[src/design/ps2_mouse_motion_packetizer_assert.svh]
// assertion macros for the ps2 mouse motion packetizer
`ifndef PS2_MOUSE_MOTION_PACKETIZER_ASSERT_SVH
`define PS2_MOUSE_MOTION_PACKETIZER_ASSERT_SVH

// same-cycle implication, sampled on clk, off while arst_n is low
`define PS2MP_ASSERT_NOW(label, ante, cons, msg) \
	label: assert property (@(posedge clk) disable iff (!arst_n) (ante) |-> (cons)) \
		else $error(msg);

// next-cycle implication, sampled on clk, off while arst_n is low
`define PS2MP_ASSERT_NEXT(label, ante, cons, msg) \
	label: assert property (@(posedge clk) disable iff (!arst_n) (ante) |=> (cons)) \
		else $error(msg);

`endif

[src/design/ps2mp_pkg.sv]
// shared types and constants for the ps2 mouse motion packetizer
`timescale 1ns / 1ps
`default_nettype none

package ps2mp_pkg;

	localparam int MouseCountDef = 2;
	localparam int AccWidthDef   = 16;

	// packets sent per report tick at most
	localparam int MaxPackets = 2;

	// command queue between front and back
	localparam int QueueDepth = 2;
	localparam int QueuePtrW  = $clog2(QueueDepth);

	typedef enum logic {
		OP_MOTION = 1'b0,
		OP_TICK   = 1'b1
	} op_t;

	typedef struct packed {
		op_t        op;
		logic       mouse;
		logic [2:0] buttons;
		logic [7:0] dx;
		logic [7:0] dy;
		logic [7:0] dz;
	} q_entry_t;

	// queue status seen by both sides
	typedef struct packed {
		logic full;
		logic valid;
	} q_stat_t;

	// status byte bit positions
	localparam int StY_Ovf  = 7;
	localparam int StX_Ovf  = 6;
	localparam int StY_Sign = 5;
	localparam int StX_Sign = 4;
	localparam int StAlways = 3;

	localparam logic [7:0] OvfNegByte = 8'h80;
	localparam logic [7:0] OvfPosByte = 8'hFF;
	localparam logic [7:0] WheelMin   = 8'hF8;
	localparam logic [7:0] WheelMax   = 8'h07;

endpackage

`default_nettype wire

[src/design/ps2mp_queue.sv]
// two-entry command queue between the front and the back
`timescale 1ns / 1ps
`default_nettype none

module ps2mp_queue (
	input  wire logic                clk,
	input  wire logic                arst_n,
	input  wire logic                push,
	input  ps2mp_pkg::q_entry_t      push_entry,
	input  wire logic                pop,
	output ps2mp_pkg::q_entry_t      head,
	output ps2mp_pkg::q_stat_t       stat
);
	import ps2mp_pkg::*;

	q_entry_t               entry_q [QueueDepth];
	logic [QueuePtrW-1:0]   wr_ptr_q;
	logic [QueuePtrW-1:0]   rd_ptr_q;
	logic [QueuePtrW:0]     cnt_q;
	logic                   do_push;
	logic                   do_pop;

	assign stat.full  = (cnt_q == (QueuePtrW+1)'(QueueDepth));
	assign stat.valid = (cnt_q != '0);
	assign do_push    = push && !stat.full;
	assign do_pop     = pop && stat.valid;
	assign head       = entry_q[rd_ptr_q];

	always_ff @(posedge clk or negedge arst_n) begin
		if (!arst_n) begin
			wr_ptr_q <= '0;
			rd_ptr_q <= '0;
			cnt_q    <= '0;
		end else begin
			if (do_push) begin
				wr_ptr_q <= wr_ptr_q + 1'b1;
			end
			if (do_pop) begin
				rd_ptr_q <= rd_ptr_q + 1'b1;
			end
			unique case ({do_push, do_pop})
				2'b10:   cnt_q <= cnt_q + 1'b1;
				2'b01:   cnt_q <= cnt_q - 1'b1;
				default: cnt_q <= cnt_q;
			endcase
		end
	end

	// payload, no reset
	always_ff @(posedge clk) begin
		if (do_push) begin
			entry_q[wr_ptr_q] <= push_entry;
		end
	end

endmodule

`default_nettype wire

[src/design/ps2mp_front.sv]
// input side: takes items, sorts them into motion, tick or drop
`timescale 1ns / 1ps
`default_nettype none

module ps2mp_front #(
	parameter int MOUSE_COUNT = ps2mp_pkg::MouseCountDef
) (
	input  wire logic                in_valid,
	output logic                     in_ready,
	input  wire logic                command,
	input  wire logic                mouse_select,
	input  wire logic [2:0]          buttons,
	input  wire logic signed [7:0]   move_x,
	input  wire logic signed [7:0]   move_y,
	input  wire logic signed [7:0]   move_z,
	input  ps2mp_pkg::q_stat_t       q_stat,
	output logic                     push,
	output ps2mp_pkg::q_entry_t      push_entry
);
	import ps2mp_pkg::*;

	logic in_range;

	// reports for a mouse that does not exist are taken and dropped
	assign in_range = ({31'd0, mouse_select} < 32'(MOUSE_COUNT));
	assign in_ready = !q_stat.full;
	assign push     = in_valid && in_ready && (command || in_range);

	always_comb begin
		push_entry.op      = command ? OP_TICK : OP_MOTION;
		push_entry.mouse   = mouse_select;
		push_entry.buttons = buttons;
		push_entry.dx      = move_x;
		push_entry.dy      = move_y;
		push_entry.dz      = move_z;
	end

endmodule

`default_nettype wire

[src/design/ps2mp_back.sv]
// execution side: accumulators, tick scan and packet output register
`timescale 1ns / 1ps
`default_nettype none

module ps2mp_back #(
	parameter int MOUSE_COUNT = ps2mp_pkg::MouseCountDef,
	parameter int ACC_WIDTH   = ps2mp_pkg::AccWidthDef
) (
	input  wire logic                clk,
	input  wire logic                arst_n,
	input  ps2mp_pkg::q_entry_t      head,
	input  ps2mp_pkg::q_stat_t       q_stat,
	output logic                     pop,
	output logic                     out_valid,
	input  wire logic                out_ready,
	output logic                     mouse_number,
	output logic [7:0]               status_byte,
	output logic [7:0]               x_byte,
	output logic [7:0]               y_byte,
	output logic [7:0]               wheel_byte,
	output logic                     last_packet
);
	import ps2mp_pkg::*;

	localparam int IDX_W = (MOUSE_COUNT > 1) ? $clog2(MOUSE_COUNT) : 1;

	localparam logic ST_IDLE = 1'b0;
	localparam logic ST_SCAN = 1'b1;

	localparam logic signed [ACC_WIDTH-1:0] ACC_MAX  = {1'b0, {(ACC_WIDTH-1){1'b1}}};
	localparam logic signed [ACC_WIDTH-1:0] ACC_MIN  = {1'b1, {(ACC_WIDTH-1){1'b0}}};
	localparam logic signed [ACC_WIDTH-1:0] AXIS_LO  = ACC_WIDTH'(-255);
	localparam logic signed [ACC_WIDTH-1:0] AXIS_HI  = ACC_WIDTH'(255);
	localparam logic signed [ACC_WIDTH-1:0] WHEEL_LO = ACC_WIDTH'(-8);
	localparam logic signed [ACC_WIDTH-1:0] WHEEL_HI = ACC_WIDTH'(7);

	logic signed [ACC_WIDTH-1:0] acc_x_q [MOUSE_COUNT];
	logic signed [ACC_WIDTH-1:0] acc_y_q [MOUSE_COUNT];
	logic signed [ACC_WIDTH-1:0] acc_w_q [MOUSE_COUNT];
	logic [2:0]                  btn_q   [MOUSE_COUNT];
	logic [MOUSE_COUNT-1:0]      pend_q;

	logic             state_q;
	logic [IDX_W-1:0] scan_idx_q;
	logic             sent_q;

	logic             out_valid_q;
	logic             mouse_number_q;
	logic [7:0]       status_q;
	logic [7:0]       x_byte_q;
	logic [7:0]       y_byte_q;
	logic [7:0]       wheel_q;
	logic             last_q;

	logic [IDX_W-1:0]            cur_idx;
	logic signed [ACC_WIDTH-1:0] cur_x;
	logic signed [ACC_WIDTH-1:0] cur_y;
	logic signed [ACC_WIDTH-1:0] cur_w;
	logic                        cur_pend;
	logic                        later_pend;
	logic                        at_end;
	logic                        out_free;
	logic                        emit;
	logic                        is_last;
	logic                        do_motion;
	logic                        do_tick;
	logic signed [ACC_WIDTH-1:0] new_x;
	logic signed [ACC_WIDTH-1:0] new_y;
	logic signed [ACC_WIDTH-1:0] new_w;
	logic [7:0]                  enc_x;
	logic [7:0]                  enc_y;
	logic [7:0]                  enc_w;
	logic [7:0]                  enc_status;

	// add or subtract a byte delta, clamped to the accumulator range
	function automatic logic signed [ACC_WIDTH-1:0] sat_add(
		input logic signed [ACC_WIDTH-1:0] acc,
		input logic [7:0]                  delta,
		input logic                        sub
	);
		logic [ACC_WIDTH:0] a_ext;
		logic [ACC_WIDTH:0] d_ext;
		logic [ACC_WIDTH:0] sum;
		a_ext = {acc[ACC_WIDTH-1], acc};
		d_ext = {{(ACC_WIDTH-7){delta[7]}}, delta};
		sum   = sub ? (a_ext - d_ext) : (a_ext + d_ext);
		if (sum[ACC_WIDTH] != sum[ACC_WIDTH-1]) begin
			return sum[ACC_WIDTH] ? ACC_MIN : ACC_MAX;
		end
		return sum[ACC_WIDTH-1:0];
	endfunction

	// one read port into the per-mouse state
	assign cur_idx  = (state_q == ST_IDLE) ? IDX_W'(head.mouse) : scan_idx_q;
	assign cur_x    = acc_x_q[cur_idx];
	assign cur_y    = acc_y_q[cur_idx];
	assign cur_w    = acc_w_q[cur_idx];
	assign cur_pend = pend_q[cur_idx];
	assign at_end   = (scan_idx_q == IDX_W'(MOUSE_COUNT - 1));

	always_comb begin
		later_pend = 1'b0;
		for (int i = 0; i < MOUSE_COUNT; i++) begin
			if (i > int'(scan_idx_q) && pend_q[i]) begin
				later_pend = 1'b1;
			end
		end
	end

	assign do_motion = (state_q == ST_IDLE) && q_stat.valid && (head.op == OP_MOTION);
	assign do_tick   = (state_q == ST_IDLE) && q_stat.valid && (head.op == OP_TICK);
	assign pop       = (state_q == ST_IDLE) && q_stat.valid;
	assign out_free  = !out_valid_q || out_ready;
	assign emit      = (state_q == ST_SCAN) && cur_pend && out_free;
	assign is_last   = sent_q || !later_pend;

	assign new_x = sat_add(cur_x, head.dx, 1'b0);
	assign new_y = sat_add(cur_y, head.dy, 1'b1);
	assign new_w = sat_add(cur_w, head.dz, 1'b0);

	always_comb begin
		if (cur_x < AXIS_LO) begin
			enc_x = OvfNegByte;
		end else if (cur_x > AXIS_HI) begin
			enc_x = OvfPosByte;
		end else begin
			enc_x = cur_x[7:0];
		end
		if (cur_y < AXIS_LO) begin
			enc_y = OvfNegByte;
		end else if (cur_y > AXIS_HI) begin
			enc_y = OvfPosByte;
		end else begin
			enc_y = cur_y[7:0];
		end
		if (cur_w < WHEEL_LO) begin
			enc_w = WheelMin;
		end else if (cur_w > WHEEL_HI) begin
			enc_w = WheelMax;
		end else begin
			enc_w = cur_w[7:0];
		end
		enc_status           = {5'd0, btn_q[cur_idx]};
		enc_status[StAlways] = 1'b1;
		enc_status[StX_Sign] = cur_x[ACC_WIDTH-1];
		enc_status[StY_Sign] = cur_y[ACC_WIDTH-1];
		enc_status[StX_Ovf]  = (cur_x < AXIS_LO) || (cur_x > AXIS_HI);
		enc_status[StY_Ovf]  = (cur_y < AXIS_LO) || (cur_y > AXIS_HI);
	end

	// per-mouse state
	always_ff @(posedge clk or negedge arst_n) begin
		if (!arst_n) begin
			for (int i = 0; i < MOUSE_COUNT; i++) begin
				acc_x_q[i] <= '0;
				acc_y_q[i] <= '0;
				acc_w_q[i] <= '0;
				btn_q[i]   <= '0;
			end
			pend_q <= '0;
		end else if (do_motion) begin
			acc_x_q[cur_idx] <= new_x;
			acc_y_q[cur_idx] <= new_y;
			acc_w_q[cur_idx] <= new_w;
			btn_q[cur_idx]   <= btn_q[cur_idx] | head.buttons;
			pend_q[cur_idx]  <= 1'b1;
		end else if (emit) begin
			acc_x_q[cur_idx] <= '0;
			acc_y_q[cur_idx] <= '0;
			acc_w_q[cur_idx] <= '0;
			btn_q[cur_idx]   <= '0;
			pend_q[cur_idx]  <= 1'b0;
		end
	end

	// tick sequencer
	always_ff @(posedge clk or negedge arst_n) begin
		if (!arst_n) begin
			state_q    <= ST_IDLE;
			scan_idx_q <= '0;
			sent_q     <= 1'b0;
		end else begin
			unique case (state_q)
				ST_IDLE: begin
					if (do_tick) begin
						state_q    <= ST_SCAN;
						scan_idx_q <= '0;
						sent_q     <= 1'b0;
					end
				end
				ST_SCAN: begin
					if (emit) begin
						sent_q <= 1'b1;
						if (is_last || at_end) begin
							state_q <= ST_IDLE;
						end else begin
							scan_idx_q <= scan_idx_q + 1'b1;
						end
					end else if (!cur_pend) begin
						if (at_end) begin
							state_q <= ST_IDLE;
						end else begin
							scan_idx_q <= scan_idx_q + 1'b1;
						end
					end
				end
				default: state_q <= ST_IDLE;
			endcase
		end
	end

	// packet output register
	always_ff @(posedge clk or negedge arst_n) begin
		if (!arst_n) begin
			out_valid_q <= 1'b0;
		end else if (emit) begin
			out_valid_q <= 1'b1;
		end else if (out_ready) begin
			out_valid_q <= 1'b0;
		end
	end

	always_ff @(posedge clk) begin
		if (emit) begin
			mouse_number_q <= cur_idx[0];
			status_q       <= enc_status;
			x_byte_q       <= enc_x;
			y_byte_q       <= enc_y;
			wheel_q        <= enc_w;
			last_q         <= is_last;
		end
	end

	assign out_valid    = out_valid_q;
	assign mouse_number = mouse_number_q;
	assign status_byte  = status_q;
	assign x_byte       = x_byte_q;
	assign y_byte       = y_byte_q;
	assign wheel_byte   = wheel_q;
	assign last_packet  = last_q;

endmodule

`default_nettype wire

[src/design/ps2_mouse_motion_packetizer.sv]
// top level of the ps2 mouse motion packetizer
`timescale 1ns / 1ps
`default_nettype none

// ps2 mouse motion packetizer: motion reports (command 0) add x, wheel and the
// negated y delta into saturating per-mouse accumulators, or the button bits in
// and set a pending flag; a report tick (command 1) sends one four-byte packet
// (status, x, y, wheel) for each pending mouse in ascending order, at most two
// per tick, marks the final one with last_packet and clears the mice it sent.
// items pass through a two-entry command queue, so up to two more items are still
// taken while a packet waits on the output. a motion report is applied as it
// leaves the queue, so reports stream at one per cycle while no tick is walking;
// a tick leaves the queue, then walks the mice one per cycle, stalled while the
// output is held, until its last packet is sent, or through every mouse when none
// is pending, and nothing behind it in the queue is applied until the walk ends.
// a tick's first packet follows the queue, the scan state and the output register.

module ps2_mouse_motion_packetizer #(
	parameter int MOUSE_COUNT = ps2mp_pkg::MouseCountDef,
	parameter int ACC_WIDTH   = ps2mp_pkg::AccWidthDef
) (
	input  wire logic               clk,
	input  wire logic               arst_n,
	// input transfer
	input  wire logic               in_valid,
	output logic                    in_ready,
	input  wire logic               command,
	input  wire logic               mouse_select,
	input  wire logic [2:0]         buttons,
	input  wire logic signed [7:0]  move_x,
	input  wire logic signed [7:0]  move_y,
	input  wire logic signed [7:0]  move_z,
	// packet transfer
	output logic                    out_valid,
	input  wire logic               out_ready,
	output logic                    mouse_number,
	output logic [7:0]              status_byte,
	output logic [7:0]              x_byte,
	output logic [7:0]              y_byte,
	output logic [7:0]              wheel_byte,
	output logic                    last_packet
);
	import ps2mp_pkg::*;

	`include "ps2_mouse_motion_packetizer_assert.svh"

	// front to queue
	logic     push;
	q_entry_t push_entry;
	// queue to back
	q_entry_t head;
	q_stat_t  q_stat;
	logic     pop;

	// classification of incoming items
	ps2mp_front #(
		.MOUSE_COUNT (MOUSE_COUNT)
	) u_front (
		.in_valid     (in_valid),
		.in_ready     (in_ready),
		.command      (command),
		.mouse_select (mouse_select),
		.buttons      (buttons),
		.move_x       (move_x),
		.move_y       (move_y),
		.move_z       (move_z),
		.q_stat       (q_stat),
		.push         (push),
		.push_entry   (push_entry)
	);

	// decouples the input from the packet engine
	ps2mp_queue u_queue (
		.clk        (clk),
		.arst_n     (arst_n),
		.push       (push),
		.push_entry (push_entry),
		.pop        (pop),
		.head       (head),
		.stat       (q_stat)
	);

	// accumulators, tick walk and packet register
	ps2mp_back #(
		.MOUSE_COUNT (MOUSE_COUNT),
		.ACC_WIDTH   (ACC_WIDTH)
	) u_back (
		.clk          (clk),
		.arst_n       (arst_n),
		.head         (head),
		.q_stat       (q_stat),
		.pop          (pop),
		.out_valid    (out_valid),
		.out_ready    (out_ready),
		.mouse_number (mouse_number),
		.status_byte  (status_byte),
		.x_byte       (x_byte),
		.y_byte       (y_byte),
		.wheel_byte   (wheel_byte),
		.last_packet  (last_packet)
	);

	// an overflowed axis always carries one of the two overflow bytes
	`PS2MP_ASSERT_NOW(a_x_ovf_byte, out_valid && status_byte[StX_Ovf],
		(x_byte == OvfNegByte) || (x_byte == OvfPosByte), "x overflow byte wrong")
	`PS2MP_ASSERT_NOW(a_y_ovf_byte, out_valid && status_byte[StY_Ovf] && status_byte[StY_Sign],
		y_byte == OvfNegByte, "negative y overflow byte wrong")
	// wheel stays inside its clamp
	`PS2MP_ASSERT_NOW(a_wheel_range, out_valid,
		(wheel_byte <= WheelMax) || (wheel_byte >= WheelMin), "wheel byte out of range")
	// the front never offers an item the queue cannot hold
	`PS2MP_ASSERT_NOW(a_no_push_full, q_stat.full, !push, "push into a full queue")
	// while a packet that is not the last one goes out, the walk is still busy
	`PS2MP_ASSERT_NOW(a_not_last_busy, out_valid && out_ready && !last_packet, !pop,
		"queue read before the tick finished")

endmodule

`default_nettype wire
[config.mk]
export PLATFORM = sky130hd
export DESIGN_NAME = ps2_mouse_motion_packetizer
export DESIGN_NICKNAME = d
export VERILOG_FILES = /design/src/design/ps2mp_pkg.sv /design/src/design/ps2mp_queue.sv /design/src/design/ps2mp_front.sv /design/src/design/ps2mp_back.sv /design/src/design/ps2_mouse_motion_packetizer.sv
export VERILOG_INCLUDE_DIRS = /design/src /design/src/design
export SDC_FILE = /design/constraint.sdc
export NUM_CORES = 1
export LEC_CHECK = 0
export BUFFER_PORTS_ARGS = -buffer_cell sky130_fd_sc_hd__buf_4
export CAP_MARGIN = 30
export CORE_UTILIZATION = 40
export CTS_BUF_LIST = sky130_fd_sc_hd__clkbuf_8
export DETAILED_ROUTE_END_ITERATION = 10
export PLACE_DENSITY = 0.58
export SKIP_CTS_REPAIR_TIMING = 1
export SYNTH_ARGS = -nofsm -noshare
export SYNTH_HDL_FRONTEND = slang
export SYNTH_SLANG_ARGS = --single-unit
[constraint.sdc]
create_clock -name clk -period 5.6 [get_ports clk]
set_input_delay 0.84 -clock clk [delete_from_list [all_inputs] [get_ports clk]]
set_output_delay 0.84 -clock clk [all_outputs]
set_load 0.1 [all_outputs]
==> results.md, run 1 <==
- Status: completed
- Largest net degree at the start of global routing: 64
- Clock buffer depth: 3
- Initial Util: 40.8%
- Top cells by area, synth: dfrtp_1 25%, edfxtp_1 25%, nand2_1 5.6%
- Sequential share of the synthesized area: 50.2%
- Vias in the first global route: 8106
- Final setup viols: 0
- Hold Path Class: primary input to asynchronous set/reset pin
- Final worst setup slack: 0.833 ns
- Initial antenna violation count: 0
- Core area: 0.0270 mm2
- Cell Count, Final, Fillers Out: 1501
- CP required: 6.01 ns
- Area post-placement: 0.0120 mm2
- Ant diodes: 0
- Slew @ Worst Pin: 0.963 ns
- Die H: 168 um
- Slew Limit Headroom: 35.4%
- Setup crit end kind: flop
- Ports: 69
- Worst-skew pair later-pin latency: 0.55 ns
- DRT iter0 DRCs: 558
- Routability Congestion: 0.900
- Final worst path period share: 85.1%
- Critical path startpoint category: flop
- DR vias: 8317
- Top flip-flop cell by instance count after synthesis: dfrtp_1
- First-pass GRT wire length: 43800 um
- DR vias/cell: 5.54
- Cells after Synth: 1045
- CTS tree: done
- Clock transition at path regs: 0.07 ns
- RSZ-0062 raised after global routing: no
- GRT Resource Usage Total: 19.8%
- Clock sink count: 203
- DR pass1 iterations: 5
- Design Area, Final: 0.0127 mm2
- Number of port buffers: 67
- Share of the synthesized area in the top cell type: 25.4%
- Remaining antenna violation count: 0
- Setup Crit Path Kind: flop to flop
- Gr ovfl total: 0
- WL/cell: 18.5 um
- Unique masters post-synth: 82
- Post-synthesis register bit count: 203
- Area grow syn2layout: 15.0%
- Critical path arrival: 5.18 ns
- Final max-slew violation count: 0
- Peak fanout along the critical path: 36
- Die width: 168 um
- Post-synth EDFFs: 91
- Async S/R FF share, synth: 55.2%
- Synth warnings: 0
- Layout cells sized above 1: 16.5%
- DRC: 0
- # nets final: 1216
- Setup TNS: 0 ns
- DP HPWL: 19400 um
- Largest area contributor in the netlist: dfrtp_1
- Maximum clock frequency: 210 MHz
- Max_cap viols: 0
- Synthesized Nets: 1129
- Clock root cell: clkbuf_8
- Dpl cells: 1434
- Clk_skew: 0.0223 ns
- Die ar.: 0.0282 mm2
- Final Hold Fails: 0
- Worst slack, placed: 0.864 ns
- Num CTS Buffers: 37
- Mapped cell area: 0.0110 mm2
- Fin crit period: 4.77 ns
- Syn avg cell area: 10.6 um2
- H-tree levels: 2
- Routed WL: 27700 um
- FP Rows: 60
==> Yosys cell counts (all sizes together), types with 4 or more instances <==
library cell and count:
nand2 164, dfrtp 112, o21ai 111, edfxtp 91, inv 54, ha 49
a21oi 48, nor2 46, mux2i 43, a22o 42, mux2 24, xnor2 23
clkbuf 19, a21o 17, a31oi 16, xor2 15, buf 13, nand3 13
nand2b 12, nor2b 11, nor4 10, and2 9, nand4 9, or3 9
a211oi 6, nor3 6, o21a 6, or2 5, maj3 4, o31ai 4
==> logic make-up after synthesis <==
group | count (synthesis) | synth area share [%]
AND/OR/NAND/NOR | 307 | 12.9
AO/OA/AOI/OAI | 287 | 17.6
flip-flops | 203 | 50.2
buffers and inverters | 87 | 3.23
multiplexers | 67 | 6.50
adder cells (fa/ha/maj) | 55 | 6.32
XOR/XNOR | 38 | 3.19
other | 1 | 0.0340
==> flip-flops by register name, indices dropped and copies added, names as in the netlist, 2 cells and up, named ones only <==
signal	cells
u_back.acc_y_q	32
u_back.acc_w_q	32
u_back.x_byte	8
u_back.y_byte	8
u_queue.entry_q	58
u_queue.cnt_q	2
u_back.btn_q	6
u_back.wheel_byte	8
u_back.status_byte	7
u_back.acc_x_q	32
==> per-stage QoR <==
step	util [%]	hold WS, ns
4_1_cts	46.9	0.403
6_report	46.9	0.382
5_1_grt	46.9	0.437
3_5_place_dp	44.3	0.470
2_1_floorplan	-	0.449
3_3_place_gp	44.3	0.461
==> layout make-up <==
class / instances / area, um2
Sequential cell: 203 / 5540
Inverter: 55 / 209
Tap cell: 341 / 427
Clock inverter: 25 / 141
Multi-Input combinational cell: 755 / 5170
Timing Repair Buffer: 80 / 613
Fill cell: 2556 / 14300
Clock buffer: 42 / 578
==> worst max-delay path, cell delays in order (launching register included) <==
cell	delay (ns)
dfrtp_1	0.50
nand2b_1	0.20
o21ai_4	0.09
inv_4	0.41
buf_12	0.27
mux2i_1	0.33
inv_1	0.10
ha_1	0.39
and2_1	0.21
a211oi_1	0.37
o21a_1	0.19
o21ai_0	0.10
a31oi_1	0.46
and2_1	0.30
a41o_2	0.34
o21ai_1	0.14
a22o_1	0.22
==> placed cells by master, fill, tap and decap left out, types with 4 or more instances in the layout <==
cell type	instances
o21ai_1	61
xor2_1	15
or3_1	9
clkbuf_8	42
edfxtp_1	91
and2_1	9
a21oi_1	48
buf_4	79
nor3_1	6
nand4_1	9
nand3_1	13
ha_1	49
nand2_1	164
xnor2_1	22
inv_1	64
a21o_1	17
dfrtp_1	112
clkinv_2	6
mux2i_1	42
o21a_1	6
mux2_2	22
nor2_1	41
a31oi_1	16
o31ai_1	4
nor4_1	9
nand2b_1	11
o21ai_0	47
nor2b_1	11
a211oi_1	5
a22o_1	42
==> per-layer routing <==
layer	vias to the layer above	share of wire [%]	global-route usage, %
met2	198	48	33.2
met4	0	2.7	7.46
met5	-	0	0
met1	4083	45	25.9
li1	3982	-	-
met3	54	4.2	2.99
==> final timing paths <==
kind | endpoint | slack (ns) | start | depth (start not counted)
setup / recovery | u_back.acc_w_q[21] | 0.83 | u_back.state_q | 16
hold / removal | u_back.acc_y_q[8] | 0.38 | arst_n | 1
setup reg to reg | u_back.acc_w_q[21] | 0.83 | u_back.state_q | 16
hold reg to reg | u_back.acc_y_q[15] | 0.48 | u_back.acc_y_q[15] | 2
max in group asynchronous | u_back.acc_w_q[26] | 4.04 | arst_n | 2
min in group clk | u_back.acc_y_q[15] | 0.48 | u_back.acc_y_q[15] | 2
Power of run 1 is left out: the tool's default activity adds up to more than one toggle a clock period on the data nets, which glitch-free logic cannot reach.
==> inputs of run 2 (changes only) <==
==> constraint.sdc (replaced) <==
create_clock -name clk -period 5.7 [get_ports clk]
set_input_delay 1.14 -clock clk [delete_from_list [all_inputs] [get_ports clk]]
set_output_delay 1.14 -clock clk [all_outputs]
set_load 0.1 [all_outputs]
==> results.md, run 2 (synthesis gave the netlist of run 1 again) <==
- Largest reg by FF count: u_queue.entry_q
- Die width: 168 um (unchanged)
- Hold Path Class: flop to flop
- CP bufs+invs: 3 (unchanged)
- Hold Crit Depth: 2
- Worst path top cell family by delay: compound AO/OA/AOI/OAI gates
- GRT Resource Usage Total: 19.7% (-0.11 points)
- RSZ-0062 raised after global routing: no
- Vias in the first global route: 8171 (+0.80%)
- Max reg flops: 58 (unchanged)
- Most frequent cells in the layout: 164 x nand2_1, 112 x dfrtp_1, 91 x edfxtp_1
- Gr ovfl total: 0 (unchanged)
- Clk_skew: 0.0201 ns (-0.00221 ns)
- # nets final: 1217 (+0.082%)
- Num CTS Buffers: 36 (-2.7%)
- Initial Util: 40.8% (unchanged)
- Final worst path period share: 83.5% (-1.6 points)
- Peak fanout along the critical path: 34 (-5.6%)
- DR pass1 iterations: 5 (unchanged)
- Hold Slack: 0.478 ns (+0.0966 ns)
- Number of port buffers: 67 (unchanged)
- FP Rows: 60 (unchanged)
- Worst R2R Path Depth: 16 (unchanged)
- Clock sink count: 203 (unchanged)
- DP HPWL: 19000 um (-2.1%)
- Die H: 168 um (unchanged)
- CTS tree: done
- Initial antenna violation count: 0 (unchanged)
- Hold_sp: u_back.btn_q[3]
- DR vias: 8107 (-2.5%)
- WL/cell: 18.1 um (-1.9%)
- DRC: 0 (unchanged)
- Ant diodes: 0 (unchanged)
- Largest net degree at the start of global routing: 75 (+17%)
- Register-to-register setup slack: 0.94 ns (+0.11 ns)
- Status: completed
- Design Area, Final: 0.0127 mm2 (+0.12%)
- Setup TNS: 0 ns (unchanged)
- CP required: 6.07 ns (+0.06 ns)
- Core area: 0.0270 mm2 (unchanged)
- Reg2reg end: u_back.acc_x_q[22]
- Critical path arrival: 5.13 ns (-0.05 ns)
- Final setup viols: 0 (unchanged)
- Remaining antenna violation count: 0 (unchanged)
- DRT iter0 DRCs: 532 (-4.7%)
- Maximum clock frequency: 210 MHz (+0.12%)
- Crit-path cells: nand2b_1 > o21ai_4 > inv_4 > buf_4 > mux2i_1 > inv_1 > ha_1 > a21o_1 > a21oi_1 > o21ai_1 > a21o_1 > a21o_1 > a221oi_4 > xnor2_4 > o21ai_1 > o21ai_1
- Fin crit period: 4.76 ns (-0.00562 ns)
- Clock root cell: clkbuf_8
- Max_cap viols: 0 (unchanged)
- CP max stage delay: 0.76 ns (+0.26 ns)
- Critical path startpoint category: flop
- Final Hold Fails: 0 (unchanged)
- DR vias/cell: 5.40 (-2.5%)
- First-pass GRT wire length: 43500 um (-0.74%)
- Slew Limit Headroom: 39.5% (+4.1 points)
- Most common cell after layout, fill and taps aside: nand2_1
- Clock transition at path regs: 0.06 ns (about the same)
- Setup crit end kind: flop
- Worst R2R Start: u_back.state_q
- Slowest cell on crit path: o21ai_1
- Worst Hold End: u_back.btn_q[3]
- Routability Congestion: 0.858 (-4.8%)
- Routed WL: 27200 um (-1.9%)
- Post-layout util: 47.0% (+0.056 points)
- Final max-slew violation count: 0 (unchanged)
- Worst-skew pair later-pin latency: 0.53 ns (-0.02 ns)
- Layout cells sized above 1: 16.2% (-0.24 points)
- Ports: 69 (unchanged)
- H-tree levels: 2 (unchanged)
- Area grow syn2layout: 15.1%
- Die ar.: 0.0282 mm2 (unchanged)
- Area post-placement: 0.0120 mm2 (about the same)
- Setup Crit Path Kind: flop to flop
- Clock buffer depth: 3 (unchanged)
- Slew @ Worst Pin: 0.901 ns (-0.0617 ns)
## run 2: tightest hold or removal path: stages, from the launching register on
cell and delay, ns:
dfrtp_1 0.34, nand2_1 0.04, o21ai_0 0.06
## run 2: final cells by class
cell class	count	area (um2)
Inverter	55	209
Clock buffer	40	551
Tap cell	341	427
Fill cell	2578	14300
Multi-Input combinational cell	755	5170
Sequential cell	203	5540
Clock inverter	24	161
Timing Repair Buffer	82	636
## run 2: worst max-delay path by stage
stage,startpoint,end,cells after the start
2_1_floorplan,u_queue.rd_ptr_q,u_back.acc_x_q[22],21
3_3_place_gp,u_back.state_q,u_back.acc_x_q[6],16
3_5_place_dp,u_back.state_q,u_back.acc_x_q[22],16
4_1_cts,u_back.state_q,u_back.acc_x_q[22],16
5_1_grt,u_back.state_q,u_back.acc_x_q[1],16
6_report,u_back.state_q,u_back.acc_x_q[22],16
## run 2: per-stage QoR
stage,setup slack [ns],std cells
4_1_cts,0.930,1499
3_5_place_dp,0.948,1435
5_1_grt,0.604,1500
2_1_floorplan,1.31,1045
3_3_place_gp,1.06,1435
6_report,0.939,1500
## run 2: metal layers
layer	vias to the layer above	global-route usage [%]	wire length, um
li1	3976	-	-
met1	3936	26.1	12600
met2	149	32.9	13000
met3	46	3.15	972
met4	0	6.46	618
met5	-	0	0
Power of run 2 is left out for the same reason.
==> inputs of run 3 (changes only) <==
==> constraint.sdc (replaced) <==
create_clock -name clk -period 4.9 [get_ports clk]
set_input_delay 0.98 -clock clk [delete_from_list [all_inputs] [get_ports clk]]
set_output_delay 0.98 -clock clk [all_outputs]
set_load 0.1 [all_outputs]
==> results.md, run 3 (synthesis gave the netlist of run 1 again) <==
- Num CTS Buffers: 37 (+2.8%)
- Routability Congestion: 0.855 (-0.34%)
- Final max-slew violation count: 0 (unchanged)
- DRT iter0 DRCs: 489 (-8.1%)
- Routed WL: 27200 um (+0.11%)
- Peak fanout along the critical path: 22 (-35%)
- Vias in the first global route: 8182 (+0.13%)
- Hold Path Class: primary input to asynchronous set/reset pin
- Clock transition at path regs: 0.06 ns (about the same)
- Fin crit period: 4.48 ns (-0.278 ns)
- Critical path startpoint category: flop
- First-pass GRT wire length: 44100 um (+1.3%)
- Gr ovfl total: 0 (unchanged)
- CTS tree: done
- Worst-skew pair later-pin latency: 0.53 ns (about the same)
- H-tree levels: 2 (unchanged)
- Register-to-register setup slack: 0.42 ns (-0.52 ns)
- Layout cells sized above 1: 17.4% (+1.1 points)
- Max reg flops: 58 (unchanged)
- Max_cap viols: 0 (unchanged)
- GRT Resource Usage Total: 19.7% (about the same)
- Slew Limit Headroom: 37.8% (-1.8 points)
- Worst R2R Path Depth: 17 (+1)
- Number of port buffers: 67 (unchanged)
- Worst R2R Start: u_back.state_q
- WL/cell: 18.0 um (-0.62%)
- Reg2reg end: u_back.acc_y_q[3]
- Multi-input gate area: 0.00519 mm2 (+0.31%)
- DR vias/cell: 5.43 (+0.42%)
- Setup TNS: 0 ns (unchanged)
- Storage element area: 0.00554 mm2 (unchanged)
- Final worst path period share: 91.5% (+8.0 points)
- CP required: 5.33 ns (-0.74 ns)
- Final setup viols: 0 (unchanged)
- Status: completed
- Initial antenna violation count: 0 (unchanged)
- Fill count: 2527 (-2.0%)
- Worst setup startpoint: u_back.state_q
- Clock root cell: clkbuf_8
- Clock buffer depth: 3 (unchanged)
- Final Hold Fails: 0 (unchanged)
- Die ar.: 0.0282 mm2 (unchanged)
- Setup crit end kind: flop
- Slew @ Worst Pin: 0.929 ns (+0.0280 ns)
- DRC: 0 (unchanged)
- Die H: 168 um (unchanged)
- Area grow syn2layout: 16.1%
- RSZ-0062 raised after global routing: no
- Critical path arrival: 4.92 ns (-0.21 ns)
- Largest net degree at the start of global routing: 48 (-36%)
- Setup Crit Path Kind: flop to flop
- Most common cell after layout, fill and taps aside: nand2_1
- Die width: 168 um (unchanged)
- Critical path endpoint: u_back.acc_y_q[3]
- Clk_skew: 0.0205 ns (+0.000428 ns)
- FP Rows: 60 (unchanged)
- DP HPWL: 19100 um (+0.62%)
- Clock sink count: 203 (unchanged)
- Ant diodes: 0 (unchanged)
- Most frequent cells in the layout: 164 x nand2_1, 112 x dfrtp_1, 91 x edfxtp_1
- Remaining antenna violation count: 0 (unchanged)
- # nets final: 1226 (+0.74%)
- Maximum clock frequency: 223 MHz (+6.2%)
- DR pass1 iterations: 4 (-1)
- Largest reg by FF count: u_queue.entry_q
- Ports: 69 (unchanged)
- DR vias: 8201 (+1.2%)
- Initial Util: 40.8% (unchanged)
- Core area: 0.0270 mm2 (unchanged)
-- run 3: worst min path at each step --
stage,start,endpoint,slack (ns),depth (start not counted)
final,arst_n,u_back.acc_y_q[12],0.47,1
after global routing,arst_n,u_back.acc_x_q[31],0.50,1
after CTS,arst_n,u_back.acc_x_q[9],0.47,1
after detailed placement,u_back.btn_q[3],u_back.btn_q[3],0.47,2
after global placement,u_back.acc_y_q[8],u_back.acc_y_q[8],0.47,2
after floorplan,u_back.acc_y_q[31],u_back.acc_y_q[31],0.45,2
-- run 3: routing by layer --
layer  global-route usage (%)  vias up  wire, um
met5                        0        -         0
met3                     2.99       48       944
met2                     33.7      147     13200
met4                     5.46        0       498
li1                         -     4003         -
met1                     25.9     4003     12500
-- run 3: per-stage QoR --
step	utilization (%)	setup slack [ns]	hold WS (ns)	instance area, um2	instances
6_report	47.4	0.417	0.472	12800	1511
3_3_place_gp	44.5	0.402	0.465	12000	1444
4_1_cts	47.3	0.372	0.470	12800	1511
2_1_floorplan	-	0.511	0.449	11000	1045
3_5_place_dp	44.5	0.341	0.470	12000	1444
5_1_grt	47.4	0.0817	0.499	12800	1511
-- run 3: final cells by class --
cell class	instances	share of cell area (%)
flip-flops and latches	203	43.2
multi-input cells	755	40.5
repair buffers	90	5.37
clock buffers	43	4.62
well taps	341	3.33
inverters	55	1.63
clock inverters	24	1.27
-- run 3: worst max-delay path, cell delays in order (launching register included) --
cell      delay (ns)
dfrtp_1         0.51
nand2b_1        0.20
o21ai_4         0.09
inv_4           0.28
mux2i_1         0.27
buf_4           0.18
inv_1           0.05
ha_1            0.26
nor2b_1         0.13
o21ai_0         0.11
a21boi_1        0.34
o211ai_1        0.15
buf_4           0.17
o211a_1         0.20
a211oi_1        0.64
nand2_1         0.39
o21a_1          0.24
o21ai_0         0.16
Power of run 3 is left out for the same reason.
